### config.mk
export PLATFORM = sky130hd
export DESIGN_NAME = qoi_image_encoder_flat
export DESIGN_NICKNAME = d
export VERILOG_FILES = /design/src/rtl/qie_pkg.sv /design/src/rtl/qie_pix_if.sv /design/src/rtl/qie_code_if.sv /design/src/rtl/qie_history.sv /design/src/rtl/qie_encode.sv /design/src/rtl/qie_out_buf.sv /design/src/rtl/qoi_image_encoder.sv /design/src/flat_wrapper.sv
export VERILOG_INCLUDE_DIRS = /design/src /design/src/rtl
export SDC_FILE = /design/constraint.sdc
export NUM_CORES = 2
export LEC_CHECK = 0
export BUFFER_PORTS_ARGS = -buffer_cell sky130_fd_sc_hd__buf_2
export CAP_MARGIN = 15
export CORE_MARGIN = 2
export CORE_UTILIZATION = 55
export DETAILED_ROUTE_END_ITERATION = 10
export PLACE_DENSITY = 0.73
export SYNTH_ARGS = -nofsm -noshare
export SYNTH_HDL_FRONTEND = slang
export SYNTH_HIERARCHICAL = 1
export SYNTH_SLANG_ARGS = --single-unit
### constraint.sdc
create_clock -name clk_i -period 6.1 [get_ports clk_i]
set_clock_uncertainty 0.2 [all_clocks]
set_input_delay 0.61 -clock clk_i [delete_from_list [all_inputs] [get_ports clk_i]]
set_output_delay 0.61 -clock clk_i [all_outputs]
set_load 0.005 [all_outputs]
### src/rtl/qoi_image_encoder_defines.svh
// Assertion macros for the QOI encoder RTL.
// No dependencies; included by the modules that carry assertions.
`ifndef QOI_IMAGE_ENCODER_DEFINES_SVH
`define QOI_IMAGE_ENCODER_DEFINES_SVH

`ifndef SYNTHESIS
// Same-cycle implication, sampled on clk_i, off during reset.
`define QIE_ASSERT_IMP(lbl, ante, cons) \
  lbl: assert property (@(posedge clk_i) disable iff (!rst_ni) (ante) |-> (cons)) \
    else $error("qie assertion failed");
// Next-cycle implication.
`define QIE_ASSERT_NXT(lbl, ante, cons) \
  lbl: assert property (@(posedge clk_i) disable iff (!rst_ni) (ante) |=> (cons)) \
    else $error("qie assertion failed");
`else
`define QIE_ASSERT_IMP(lbl, ante, cons)
`define QIE_ASSERT_NXT(lbl, ante, cons)
`endif

`endif

### src/rtl/qie_pkg.sv
// Shared types, opcodes and helper functions for the QOI encoder.
// No dependencies.
package qie_pkg;

  localparam int unsigned HIST_DEPTH = 64;
  localparam int unsigned HIST_AW    = $clog2(HIST_DEPTH);
  localparam int unsigned MAX_BYTES  = 6;
  localparam int unsigned OPS_MAX    = 5;
  localparam int unsigned CNT_W      = 3;

  localparam logic [7:0] OP_INDEX = 8'h00;
  localparam logic [7:0] OP_DIFF  = 8'h40;
  localparam logic [7:0] OP_LUMA  = 8'h80;
  localparam logic [7:0] OP_RUN   = 8'hC0;
  localparam logic [7:0] OP_RGB   = 8'hFE;
  localparam logic [7:0] OP_RGBA  = 8'hFF;

  localparam logic [5:0] RUN_LIMIT = 6'd62;

  typedef struct packed {
    logic [7:0] r;
    logic [7:0] g;
    logic [7:0] b;
    logic [7:0] a;
  } pixel_t;

  localparam pixel_t BLACK_PX = '{r: 8'd0, g: 8'd0, b: 8'd0, a: 8'd255};

  typedef struct packed {
    pixel_t px;
    logic   sof;
    logic   eof;
  } pix_item_t;

  // Bytes one pixel produces, in stream order, plus how many are used.
  typedef struct packed {
    logic [MAX_BYTES-1:0][7:0] bytes;
    logic [CNT_W-1:0]          cnt;
  } code_set_t;

  // History update from the encode stage.
  typedef struct packed {
    logic               we;
    logic               clr;
    logic [HIST_AW-1:0] addr;
    pixel_t             data;
  } hist_wr_t;

  // Index hash (r*3 + g*5 + b*7 + a*11) mod 64; only the low 6 bits matter.
  function automatic logic [HIST_AW-1:0] qie_hash(pixel_t p);
    logic [HIST_AW-1:0] r6, g6, b6, a6;
    r6 = p.r[HIST_AW-1:0];
    g6 = p.g[HIST_AW-1:0];
    b6 = p.b[HIST_AW-1:0];
    a6 = p.a[HIST_AW-1:0];
    return r6 * 6'd3 + g6 * 6'd5 + b6 * 6'd7 + a6 * 6'd11;
  endfunction

  // Run opcode for a run of len pixels (len >= 1).
  function automatic logic [7:0] run_byte(logic [5:0] len);
    return OP_RUN | {2'b00, 6'(len - 6'd1)};
  endfunction

endpackage

### src/rtl/qie_pix_if.sv
// Pixel input channel: valid/ready handshake with one RGBA pixel and frame flags.
// No dependencies.
interface qie_pix_if;
  logic       valid;
  logic       ready;
  logic [7:0] red;
  logic [7:0] green;
  logic [7:0] blue;
  logic [7:0] alpha;
  logic       start_of_image;
  logic       end_of_image;

  modport source (
    output valid, red, green, blue, alpha, start_of_image, end_of_image,
    input  ready
  );
  modport sink (
    input  valid, red, green, blue, alpha, start_of_image, end_of_image,
    output ready
  );
endinterface

### src/rtl/qie_code_if.sv
// Code byte output channel: valid/ready handshake with one opcode stream byte.
// No dependencies.
interface qie_code_if;
  logic       valid;
  logic       ready;
  logic [7:0] code_byte;
  logic       last_of_pixel;

  modport source (
    output valid, code_byte, last_of_pixel,
    input  ready
  );
  modport sink (
    input  valid, code_byte, last_of_pixel,
    output ready
  );
endinterface

### src/rtl/qie_history.sv
// 64-entry pixel history: RAM with registered read, write forwarding, valid bits.
// Depends on qie_pkg and qoi_image_encoder_defines.svh.
`include "qoi_image_encoder_defines.svh"

module qie_history import qie_pkg::*; (
  input  logic               clk_i,
  input  logic               rst_ni,
  input  logic               rd_en_i,
  input  logic [HIST_AW-1:0] rd_addr_i,
  input  hist_wr_t           wr_i,
  input  logic [HIST_AW-1:0] lk_addr_i,
  output logic               lk_valid_o,
  output pixel_t             lk_data_o
);

  pixel_t                mem [HIST_DEPTH];
  pixel_t                rdata_q;
  pixel_t                fwd_data_q;
  logic                  fwd_q;
  logic [HIST_DEPTH-1:0] valid_q, valid_d;

  always_ff @(posedge clk_i) begin
    if (wr_i.we) begin
      mem[wr_i.addr] <= wr_i.data;
    end
    if (rd_en_i) begin
      rdata_q    <= mem[rd_addr_i];
      fwd_q      <= wr_i.we && (wr_i.addr == rd_addr_i);
      fwd_data_q <= wr_i.data;
    end
  end

  always_comb begin
    valid_d = wr_i.clr ? '0 : valid_q;
    if (wr_i.we) begin
      valid_d[wr_i.addr] = 1'b1;
    end
  end

  always_ff @(posedge clk_i or negedge rst_ni) begin
    if (!rst_ni) begin
      valid_q <= '0;
    end else begin
      valid_q <= valid_d;
    end
  end

  assign lk_valid_o = valid_q[lk_addr_i];
  assign lk_data_o  = fwd_q ? fwd_data_q : rdata_q;

  // a new image leaves at most the one slot its first pixel wrote
  `QIE_ASSERT_NXT(a_clr_empties_hist, wr_i.clr, $countones(valid_q) <= 1)

endmodule

### src/rtl/qie_encode.sv
// Encode stage: previous pixel and run state, opcode selection for one pixel.
// Depends on qie_pkg and qoi_image_encoder_defines.svh.
`include "qoi_image_encoder_defines.svh"

module qie_encode import qie_pkg::*; (
  input  logic               clk_i,
  input  logic               rst_ni,
  input  logic               fire_i,
  input  pix_item_t          item_i,
  input  logic [HIST_AW-1:0] hash_i,
  input  logic               slot_valid_i,
  input  pixel_t             slot_data_i,
  output code_set_t          codes_o,
  output hist_wr_t           hist_o
);

  pixel_t                  prev_q, prev_eff;
  logic [5:0]              run_q, run_d, run_eff, run_inc;
  logic                    same, hit, flush_head;
  logic [OPS_MAX-1:0][7:0] ops;
  logic [CNT_W-1:0]        op_cnt;
  logic [7:0]              vr, vg, vb, dr, dg, db, lr, lg, lb;
  logic                    diff_ok, luma_ok;
  pixel_t                  px;

  assign px = item_i.px;

  always_comb begin
    prev_eff   = item_i.sof ? BLACK_PX : prev_q;
    run_eff    = item_i.sof ? 6'd0 : run_q;
    same       = (px == prev_eff);
    run_inc    = run_eff + 6'd1;
    flush_head = (run_q != 6'd0) && (item_i.sof || !same);
    // an unwritten slot reads as transparent black
    hit        = slot_valid_i ? (slot_data_i == px) : (px == '0);

    vr = px.r - prev_eff.r;
    vg = px.g - prev_eff.g;
    vb = px.b - prev_eff.b;
    dr = vr + 8'd2;
    dg = vg + 8'd2;
    db = vb + 8'd2;
    lr = vr - vg + 8'd8;
    lg = vg + 8'd32;
    lb = vb - vg + 8'd8;
    diff_ok = ((dr[7:2] | dg[7:2] | db[7:2]) == 6'd0);
    luma_ok = (lg[7:6] == 2'd0) && ((lr[7:4] | lb[7:4]) == 4'd0);

    ops    = '0;
    op_cnt = '0;
    run_d  = run_q;
    if (same) begin
      // run extended; flush at the limit or at end of image
      if (run_inc == RUN_LIMIT || item_i.eof) begin
        ops[0] = run_byte(run_inc);
        op_cnt = CNT_W'(1);
        run_d  = 6'd0;
      end else begin
        run_d  = run_inc;
      end
    end else begin
      run_d = 6'd0;
      if (hit) begin
        ops[0] = OP_INDEX | {2'b00, hash_i};
        op_cnt = CNT_W'(1);
      end else if (px.a == prev_eff.a) begin
        if (diff_ok) begin
          ops[0] = OP_DIFF | {2'b00, dr[1:0], dg[1:0], db[1:0]};
          op_cnt = CNT_W'(1);
        end else if (luma_ok) begin
          ops[0] = OP_LUMA | {2'b00, lg[5:0]};
          ops[1] = {lr[3:0], lb[3:0]};
          op_cnt = CNT_W'(2);
        end else begin
          ops[0] = OP_RGB;
          ops[1] = px.r;
          ops[2] = px.g;
          ops[3] = px.b;
          op_cnt = CNT_W'(4);
        end
      end else begin
        ops[0] = OP_RGBA;
        ops[1] = px.r;
        ops[2] = px.g;
        ops[3] = px.b;
        ops[4] = px.a;
        op_cnt = CNT_W'(5);
      end
    end

    // pending run of the earlier pixels goes out ahead of this pixel's bytes
    if (flush_head) begin
      codes_o.bytes = {ops, run_byte(run_q)};
      codes_o.cnt   = op_cnt + CNT_W'(1);
    end else begin
      codes_o.bytes = {8'h00, ops};
      codes_o.cnt   = op_cnt;
    end

    hist_o.we   = fire_i && !same && !hit;
    hist_o.clr  = fire_i && item_i.sof;
    hist_o.addr = hash_i;
    hist_o.data = px;
  end

  always_ff @(posedge clk_i or negedge rst_ni) begin
    if (!rst_ni) begin
      prev_q <= BLACK_PX;
      run_q  <= 6'd0;
    end else if (fire_i) begin
      prev_q <= px;
      run_q  <= run_d;
    end
  end

  `QIE_ASSERT_IMP(a_run_below_limit, 1'b1, run_q < RUN_LIMIT)

endmodule

### src/rtl/qie_out_buf.sv
// Result register: holds the bytes of one pixel and hands them out one a cycle while out_o.ready is high.
// Depends on qie_pkg, qie_code_if and qoi_image_encoder_defines.svh.
`include "qoi_image_encoder_defines.svh"

module qie_out_buf import qie_pkg::*; (
  input  logic       clk_i,
  input  logic       rst_ni,
  input  logic       load_i,
  input  code_set_t  codes_i,
  output logic       free_o,
  qie_code_if.source out_o
);

  logic [MAX_BYTES-1:0][7:0] bytes_q;
  logic [CNT_W-1:0]          cnt_q, idx_q;
  logic                      vld_q, last;

  assign last   = (idx_q == CNT_W'(cnt_q - CNT_W'(1)));
  assign free_o = !vld_q || (out_o.ready && last);

  assign out_o.valid         = vld_q;
  assign out_o.code_byte     = bytes_q[idx_q];
  assign out_o.last_of_pixel = last;

  always_ff @(posedge clk_i) begin
    if (load_i) begin
      bytes_q <= codes_i.bytes;
    end
  end

  always_ff @(posedge clk_i or negedge rst_ni) begin
    if (!rst_ni) begin
      vld_q <= 1'b0;
      cnt_q <= '0;
      idx_q <= '0;
    end else if (load_i) begin
      vld_q <= (codes_i.cnt != '0);
      cnt_q <= codes_i.cnt;
      idx_q <= '0;
    end else if (vld_q && out_o.ready) begin
      if (last) begin
        vld_q <= 1'b0;
      end else begin
        idx_q <= idx_q + CNT_W'(1);
      end
    end
  end

  `QIE_ASSERT_IMP(a_idx_in_range, vld_q, (cnt_q != '0) && (idx_q < cnt_q))

endmodule

### src/rtl/qoi_image_encoder.sv
// QOI encoder top level: pixel register, history, encode stage, result register.
// Depends on qie_pkg, qie_pix_if, qie_code_if, qie_history, qie_encode, qie_out_buf.
//
//  channel  dir  transaction                          payload
//  in_i     in   one RGBA pixel, raster order         red green blue alpha
//                                                     start_of_image end_of_image
//  out_o    out  one byte of the QOI opcode stream    code_byte last_of_pixel
//
// A pixel is taken into the pixel register while the history RAM read for its
// hash is issued; once the result register is free, the encode stage decides its
// bytes and loads them into the result register. A pixel yields no byte while a
// run goes on, 1 for a run end, index or diff, 2 for luma, and up to 6 when a run
// flush precedes an RGBA literal. The result register emits one byte per transaction.
// Reset clears the valid bits, run count and previous pixel (opaque black).
// Output stalls back up into the pixel register and then into in_i.ready.
`include "qoi_image_encoder_defines.svh"

module qoi_image_encoder import qie_pkg::*; (
  input  logic       clk_i,
  input  logic       rst_ni,
  qie_pix_if.sink    in_i,
  qie_code_if.source out_o
);

  pix_item_t          in_item;
  pix_item_t          pix_q;
  logic [HIST_AW-1:0] hash_in, hash_q;
  logic               pix_vld_q;
  logic               accept, fire, buf_free;
  logic               lk_valid;
  pixel_t             lk_data;
  hist_wr_t           hist_wr;
  code_set_t          codes;

  assign in_item.px.r = in_i.red;
  assign in_item.px.g = in_i.green;
  assign in_item.px.b = in_i.blue;
  assign in_item.px.a = in_i.alpha;
  assign in_item.sof  = in_i.start_of_image;
  assign in_item.eof  = in_i.end_of_image;
  assign hash_in      = qie_hash(in_item.px);

  // encode fires when a pixel is held and the result register is empty or empties this cycle
  assign fire       = pix_vld_q && buf_free;
  assign in_i.ready = !pix_vld_q || buf_free;
  assign accept     = in_i.valid && in_i.ready;

  // pixel register payload
  always_ff @(posedge clk_i) begin
    if (accept) begin
      pix_q  <= in_item;
      hash_q <= hash_in;
    end
  end

  always_ff @(posedge clk_i or negedge rst_ni) begin
    if (!rst_ni) begin
      pix_vld_q <= 1'b0;
    end else if (accept) begin
      pix_vld_q <= 1'b1;
    end else if (fire) begin
      pix_vld_q <= 1'b0;
    end
  end

  // read issued with the accept; a same-edge write is forwarded inside
  qie_history u_history (
    .clk_i      (clk_i),
    .rst_ni     (rst_ni),
    .rd_en_i    (accept),
    .rd_addr_i  (hash_in),
    .wr_i       (hist_wr),
    .lk_addr_i  (hash_q),
    .lk_valid_o (lk_valid),
    .lk_data_o  (lk_data)
  );

  // a start pixel sees an empty history
  qie_encode u_encode (
    .clk_i        (clk_i),
    .rst_ni       (rst_ni),
    .fire_i       (fire),
    .item_i       (pix_q),
    .hash_i       (hash_q),
    .slot_valid_i (lk_valid && !pix_q.sof),
    .slot_data_i  (lk_data),
    .codes_o      (codes),
    .hist_o       (hist_wr)
  );

  qie_out_buf u_out_buf (
    .clk_i   (clk_i),
    .rst_ni  (rst_ni),
    .load_i  (fire),
    .codes_i (codes),
    .free_o  (buf_free),
    .out_o   (out_o)
  );

  `QIE_ASSERT_NXT(a_bytes_presented, fire && (codes.cnt != '0), out_o.valid)
  `QIE_ASSERT_IMP(a_hist_write_on_fire, hist_wr.we || hist_wr.clr, fire)

endmodule
### src/flat_wrapper.sv
// flat-port wrapper written by rule: the top's interface ports become plain ports
module qoi_image_encoder_flat import qie_pkg::*;
  (clk_i, rst_ni, in_i_valid, in_i_red, in_i_green, in_i_blue, in_i_alpha, in_i_start_of_image, in_i_end_of_image, in_i_ready, out_o_valid, out_o_code_byte, out_o_last_of_pixel, out_o_ready);
  qie_pix_if in_i_i ();
  qie_code_if out_o_i ();
  input  logic clk_i;
  input  logic rst_ni;
  input wire logic [$bits(in_i_i.valid)-1:0] in_i_valid;
  input wire logic [$bits(in_i_i.red)-1:0] in_i_red;
  input wire logic [$bits(in_i_i.green)-1:0] in_i_green;
  input wire logic [$bits(in_i_i.blue)-1:0] in_i_blue;
  input wire logic [$bits(in_i_i.alpha)-1:0] in_i_alpha;
  input wire logic [$bits(in_i_i.start_of_image)-1:0] in_i_start_of_image;
  input wire logic [$bits(in_i_i.end_of_image)-1:0] in_i_end_of_image;
  output wire logic [$bits(in_i_i.ready)-1:0] in_i_ready;
  output wire logic [$bits(out_o_i.valid)-1:0] out_o_valid;
  output wire logic [$bits(out_o_i.code_byte)-1:0] out_o_code_byte;
  output wire logic [$bits(out_o_i.last_of_pixel)-1:0] out_o_last_of_pixel;
  input wire logic [$bits(out_o_i.ready)-1:0] out_o_ready;
  assign in_i_i.valid = in_i_valid;
  assign in_i_i.red = in_i_red;
  assign in_i_i.green = in_i_green;
  assign in_i_i.blue = in_i_blue;
  assign in_i_i.alpha = in_i_alpha;
  assign in_i_i.start_of_image = in_i_start_of_image;
  assign in_i_i.end_of_image = in_i_end_of_image;
  assign in_i_ready = in_i_i.ready;
  assign out_o_valid = out_o_i.valid;
  assign out_o_code_byte = out_o_i.code_byte;
  assign out_o_last_of_pixel = out_o_i.last_of_pixel;
  assign out_o_i.ready = out_o_ready;
  qoi_image_encoder u_core (.clk_i(clk_i), .rst_ni(rst_ni), .in_i(in_i_i), .out_o(out_o_i));
endmodule
=== Word level (Yosys, flattened, before mapping) ===
Memory sizes are Yosys's and may differ from the RTL's. A register that Yosys moved wholly into a read port is not among the register bits.
Cells that the tools add are included.

* Mux-type cells: 42
* Equality and inequality tests: 7
* Add/subtract/negate cells: 20
* Bitwise logic cells: 4
* Reductions and logical operators: 32
* Multipliers: 4
* $lt $le $gt $ge: 3

{| class="wikitable"
|+ Operators by type and width
! cell !! number
|-
| $mux W32 || 5
|-
| $mux W64 || 2
|-
| $eq A32 B32 Y1 || 2
|-
| $or A64 B64 Y64 || 1
|-
| $mux W8 || 6
|-
| $mux W43 || 1
|-
| $sub A8 B8 Y8 || 5
|-
| $logic_not A32 Y1 || 1
|-
| $mux W16 || 2
|-
| $add A8 B2 Y8 const B || 3
|-
| $bmux W8 S3 || 1
|-
| $mux W24 || 1
|-
| $mux W3 || 8
|-
| $add A6 B6 Y6 || 3
|-
| $mux W6 || 3
|-
| $add A8 B4 Y8 const B || 2
|-
| $logic_and A1 B1 Y1 || 12
|-
| $mul A6 B3 Y6 const B || 2
|-
| $or A6 B6 Y6 || 2
|-
| $sub A6 B1 Y6 const B || 2
|-
| $mux W1 || 11
|-
| $add A8 B6 Y8 const B || 1
|-
| $eq A8 B8 Y1 || 1
|-
| $lt A6 B7 Y1 const B || 1
|-
| 23 further kinds || 34
|}

* Input port bits: 38
* Memories: 1
* Output and inout port bits: 11
* Register bits after elaboration: 231
* RAM bits: 2,048
* Word-level logic and storage cells: 142

{| class="wikitable"
|+ Memory list
! name !! words !! width !! read ports !! clocked after Yosys merged registers in !! wr ports !! line !! text
|-
| u_core.u_history.mem || 64 || 32 || 1 || 1 || 1 || qie_history.sv:16 || <nowiki>pixel_t mem [HIST_DEPTH];</nowiki>
|}

=== Depth between registers and ports, before layout ===
* Depth after elaboration: 16
* Depth in mapped cells: 28
* Depth with buffers taken out: 24

=== By module ===
Netlist, hierarchy kept.

{| class="wikitable"
|+ Modules (own cells, without submodules)
! module !! times used !! area each (um2) !! cells an instance !! seq. area each (um2)
|-
| qie_history || 1 || 83,468.8 || 3,539 || 65,052.4
|-
| qie_encode || 1 || 6,402.4 || 771 || 960.9
|-
| qoi_image_encoder || 1 || 2,304.7 || 147 || 1,226.2
|-
| qie_out_buf || 1 || 2,252.2 || 127 || 1,616.6
|}

=== Least setup slack after synthesis ===
Ideal clock, no wire load.

* Path kind: register to register
* Start point: register u_core/pix_q[1] (netlist name)
* End point: register u_core.u_out_buf.vld_q (netlist: u_core/u_out_buf/out_o.valid)
* Data required time: 5.780 ns
* Stages on the path, launching flop included: 29
* Path buffers: 4
* Library setup time: 0.120 ns
* Path slack: -0.130 ns
* Arrival time: 5.910 ns
* Period minus slack after synthesis: 6.230 ns
* Cell sequence: edfxtp_1 buf_6 clkbuf_1 clkbuf_1 clkbuf_1 nor2b_1 ha_1 inv_1 fa_1 a211o_1 a31o_2 a21oi_1 xor2_1 inv_1 ha_1 ha_1 inv_1 a2111o_1 o211ai_1 xnor3_1 nor4_1 o21a_1 nor4b_4 ha_1 nand2_1 nand2_1 nor3_1 nor2_1 a31o_2

{| class="wikitable"
|+ RTL lines
! element !! line !! text
|-
| from (decl) || qoi_image_encoder.sv:26 || <nowiki>pix_item_t pix_q;</nowiki>
|-
| from (signal assigned) || qoi_image_encoder.sv:51 || <nowiki>pix_q <= in_item;</nowiki>
|-
| to (signal assigned) || qie_out_buf.sv:37 || <nowiki>vld_q <= (codes_i.cnt != '0);</nowiki>
|-
| to (decl) || qie_out_buf.sv:16 || <nowiki>logic vld_q, last;</nowiki>
|}

=== Worst setup path after layout ===
* Start point: input port in_i_blue[0]
* End point: register u_core/u_history/rdata_q[6] (netlist name)

* Cells in the longest elaborated chain, start to end: 3

{| class="wikitable"
|+ RTL lines
! element !! line !! text
|-
| from (decl) || flat_wrapper.sv:11 || <nowiki>input wire logic [$bits(in_i_i.blue)-1:0] in_i_blue;</nowiki>
|-
| $mul A6 B3 Y6 || qie_pkg.sv:56 || <nowiki>return r6 * 6'd3 + g6 * 6'd5 + b6 * 6'd7 + a6 * 6'd11;</nowiki>
|-
| $add A6 B6 Y6 (2 in series) || qie_pkg.sv:56 ||
|-
| net u_core.hash_in[3] || qoi_image_encoder.sv:27 || <nowiki>logic [HIST_AW-1:0] hash_in, hash_q;</nowiki>
|}

The timed path passes the listed nets, and every way through them passes these cells.
A chain may end at the register's enable or synchronous reset.

==> metrics.txt <==
outcome finished, final reports clean; clock buffer depth 3; post-synthesis sequential area ratio 0.729; FP Rows 152; Placed Cells roughly 6,900; fmax 167 MHz; Post-DRT Antenna Nets 0; cts bufs inserted 217; initial DRC count 7,174; layout cells sized above 1 0.307; Reg2Reg Depth 25; Core Area 171,000 um^2; Tightest Pin Transition 1180 ps; Max Slew Vio Count 0; Final nets 5,092; Global Route Usage Sum 0.293; Clock transition at path regs roughly 70 ps; CP startpoint kind input pin; Worst-Skew Late Latency just under 900 ps; fin util 0.630; Leak 35.1 nW; global placement routability congestion 0.927; Yosys reg bits 2,311; Tcrit/Tclk final 0.984; Yosys warnings 6; # DRC 0; unrepaired setup endpoints after global routing true; Die Ht 418 um; Max Cap Violations 0; vias in the first global route 48,800; Synth Flop Type edfxtp_1; worst hold path type input pin to asynchronous set/reset pin; minimum hold slack 224 ps; final hold viol count 0; largest net degree at the start of global routing 97; Crit Path Max Fanout 17; r2r endpoint u_core/u_out_buf/out_o.valid$_DFFE_PN0P_; top cells by area, synth edfxtp_1, mux4_2, dfrtp_1; Max H-tree Level 4; setup TNS 0 ps; die width around 420 um; clk sink count 2,311; Crit. End Element flop; Layout Area Growth over Synthesis 14.2%; final WL about 250,000 um; RR Startpoint u_core/pix_q[1]$_DFFE_PP_; reg2reg setup slack 230 ps; initial antenna violation count 12; Vias/cell 6.68; top-area cell type share of the netlist area 0.700; Root Buffer clkbuf_16; IO Port Bufs 48; Mean Syn Cell Area 20.6 um^2; Vias slightly below 50,000; post-synth top area cell edfxtp_1; Distinct cells, synth 101; Post-CTS Setup Bufs 0; first-pass GRT wire length around 360,000 um; CTS tree done; syn_nets 4,722; Ports 49; WP data required 6480 ps; Worst IR Drop VDD 0.887 mV; Initial Util 0.552; Async S/R FF share, synth 0.0476; First-pass DRT Iterations 6; full die area 175,000 um^2; Crit path arrival time 6380 ps; synthesized cell area 94,400 um^2; gr ovfl total 0; Setup CP Type input pin to flop; hpwl dp 151,000 um; Min Clock Period, post-route between 6000 and 7000 ps; # setup viols final 0; Post-synth EDFFs 2,201; gate count of the mapped netlist roughly 4,600; Max transition margin 0.214; Power Density 606 nW/um^2; final std cells w/o fill 7,379; drt wl/cell ~34 um
## cell type report
class                      count  area [um^2]
timing repair buffer         437         4160
clock inverter               145         1700
fill                       11300        63300
antenna                        3         7.51
tap                         2233         2790
clock buffer                 263         5630
sequential                  2311        68900
multi-input combinational   1835        24100
inverter                     152          571
## logic make-up after synthesis
| group | synth area share |
|---|---|
| compound gates | 0.0278 |
| flops | 0.729 |
| mux | 0.166 |
| simple gates | 0.0285 |
| xor+xnor | 0.0114 |
| fa+ha+maj | 0.0155 |
| buf+inv | 0.0219 |
## cells in the mapped netlist (all sizes together), types with 9 or more instances
library cell  count
nand2b           48
nor4             18
or2               9
fa               28
nor3             33
nor2            117
xor2             27
a31oi            21
ha               72
nand2            76
nor3b             9
nor2b            53
o21ai            41
o221ai           17
xnor2            76
clkbuf          122
o221a            25
or3               9
buf             164
mux2             82
mux2i            76
mux4            620
a211oi           15
dfrtp           102
a21oi            41
nand4            22
and2             15
nand3            29
inv             152
a22o             19
and3             21
edfxtp         2201
o22ai           105
## placed cells by master, fill, tap and decap left out, types with 76 or more instances in the layout
cell          n
edfxtp_1   2201
buf_4       281
clkbuf_16   218
mux2i_1      76
inv_1       152
mux2_2       81
o22ai_1     105
nand2_1      76
mux4_2      620
dfrtp_1     102
## flip-flops by register name, summed over array words and instances (netlist names), 6 cells and up
| name | flops |
|---|---|
| u_core/u_history/rdata_q | 32 |
| u_core/u_history/fwd_data_q | 32 |
| u_core/u_out_buf/bytes_q | 48 |
| u_core/pix_q | 34 |
| u_core/hash_q | 6 |
| u_core/u_encode/prev_q | 32 |
| u_core/u_history/mem | 2048 |
| u_core/u_history/valid_q | 64 |
| u_core/u_encode/run_q | 6 |
## per-layer routing
layer	vias up	wire, um	track usage
met5	-	163	0.00556
met4	6	12700	0.133
met3	529	28800	0.0677
met2	3178	119000	0.450
met1	25900	92600	0.404
li1	19600	-	-
## report_power, final
part | total (mW) | leakage, nW | internal (mW) | switching, mW
registers | 20.3 | 21.3 | 19.7 | 0.604
logic | 31.2 | 10.3 | 13.0 | 18.3
clock network | 13.9 | 3.55 | 7.95 | 5.90
total | 65.4 | 35.1 | 40.6 | 24.8
## worst max path at each step
stage	startpoint	to	slack, ps	cells past startpoint
2_1_floorplan	u_core/pix_q[1]$_DFFE_PP_	u_core/u_out_buf/out_o.valid$_DFFE_PN0P_	50	28
3_3_place_gp	in_i_blue[1]	u_core/u_history/rdata_q[27]$_DFFE_PP_	-180	18
3_5_place_dp	in_i_blue[1]	u_core/u_history/rdata_q[27]$_DFFE_PP_	-170	18
4_1_cts	in_i_blue[0]	u_core/u_history/rdata_q[27]$_DFFE_PP_	60	19
5_1_grt	u_core/pix_q[1]$_DFFE_PP_	u_core/u_out_buf/out_o.valid$_DFFE_PN0P_	-90	25
6_report	in_i_blue[0]	u_core/u_history/rdata_q[6]$_DFFE_PP_	100	19
## through the flow
stage | setup WS [ps] | instance area (um^2) | power [mW]
detailed placement | -170 | 100000 | 50.7
floorplan | 49.8 | 94500 | 37.6
CTS | 60.8 | 108000 | 64.7
global placement | -181 | 100000 | 50.2
finish | 95.7 | 108000 | 65.4
global route | -93.6 | 108000 | 67.1
## timing repair
action | in CTS | in global routing
hold buffers | 37 | 0
hold endpoints to repair | 95 | 0
resized for setup | 0 | 14
endpoints found under the setup margin | 0 | 337
## critical path, cell delays in order
cell	delay, ps
dlygate4sd3_1	620
buf_2	220
inv_1	80
fa_1	540
inv_1	40
ha_1	280
fa_1	480
inv_1	50
fa_1	450
fa_1	490
inv_1	70
ha_4	170
fa_4	830
buf_12	220
buf_12	230
buf_4	170
mux2_2	360
o21ai_1	290
a31oi_1	140
Power figures use the tool's default switching activity.
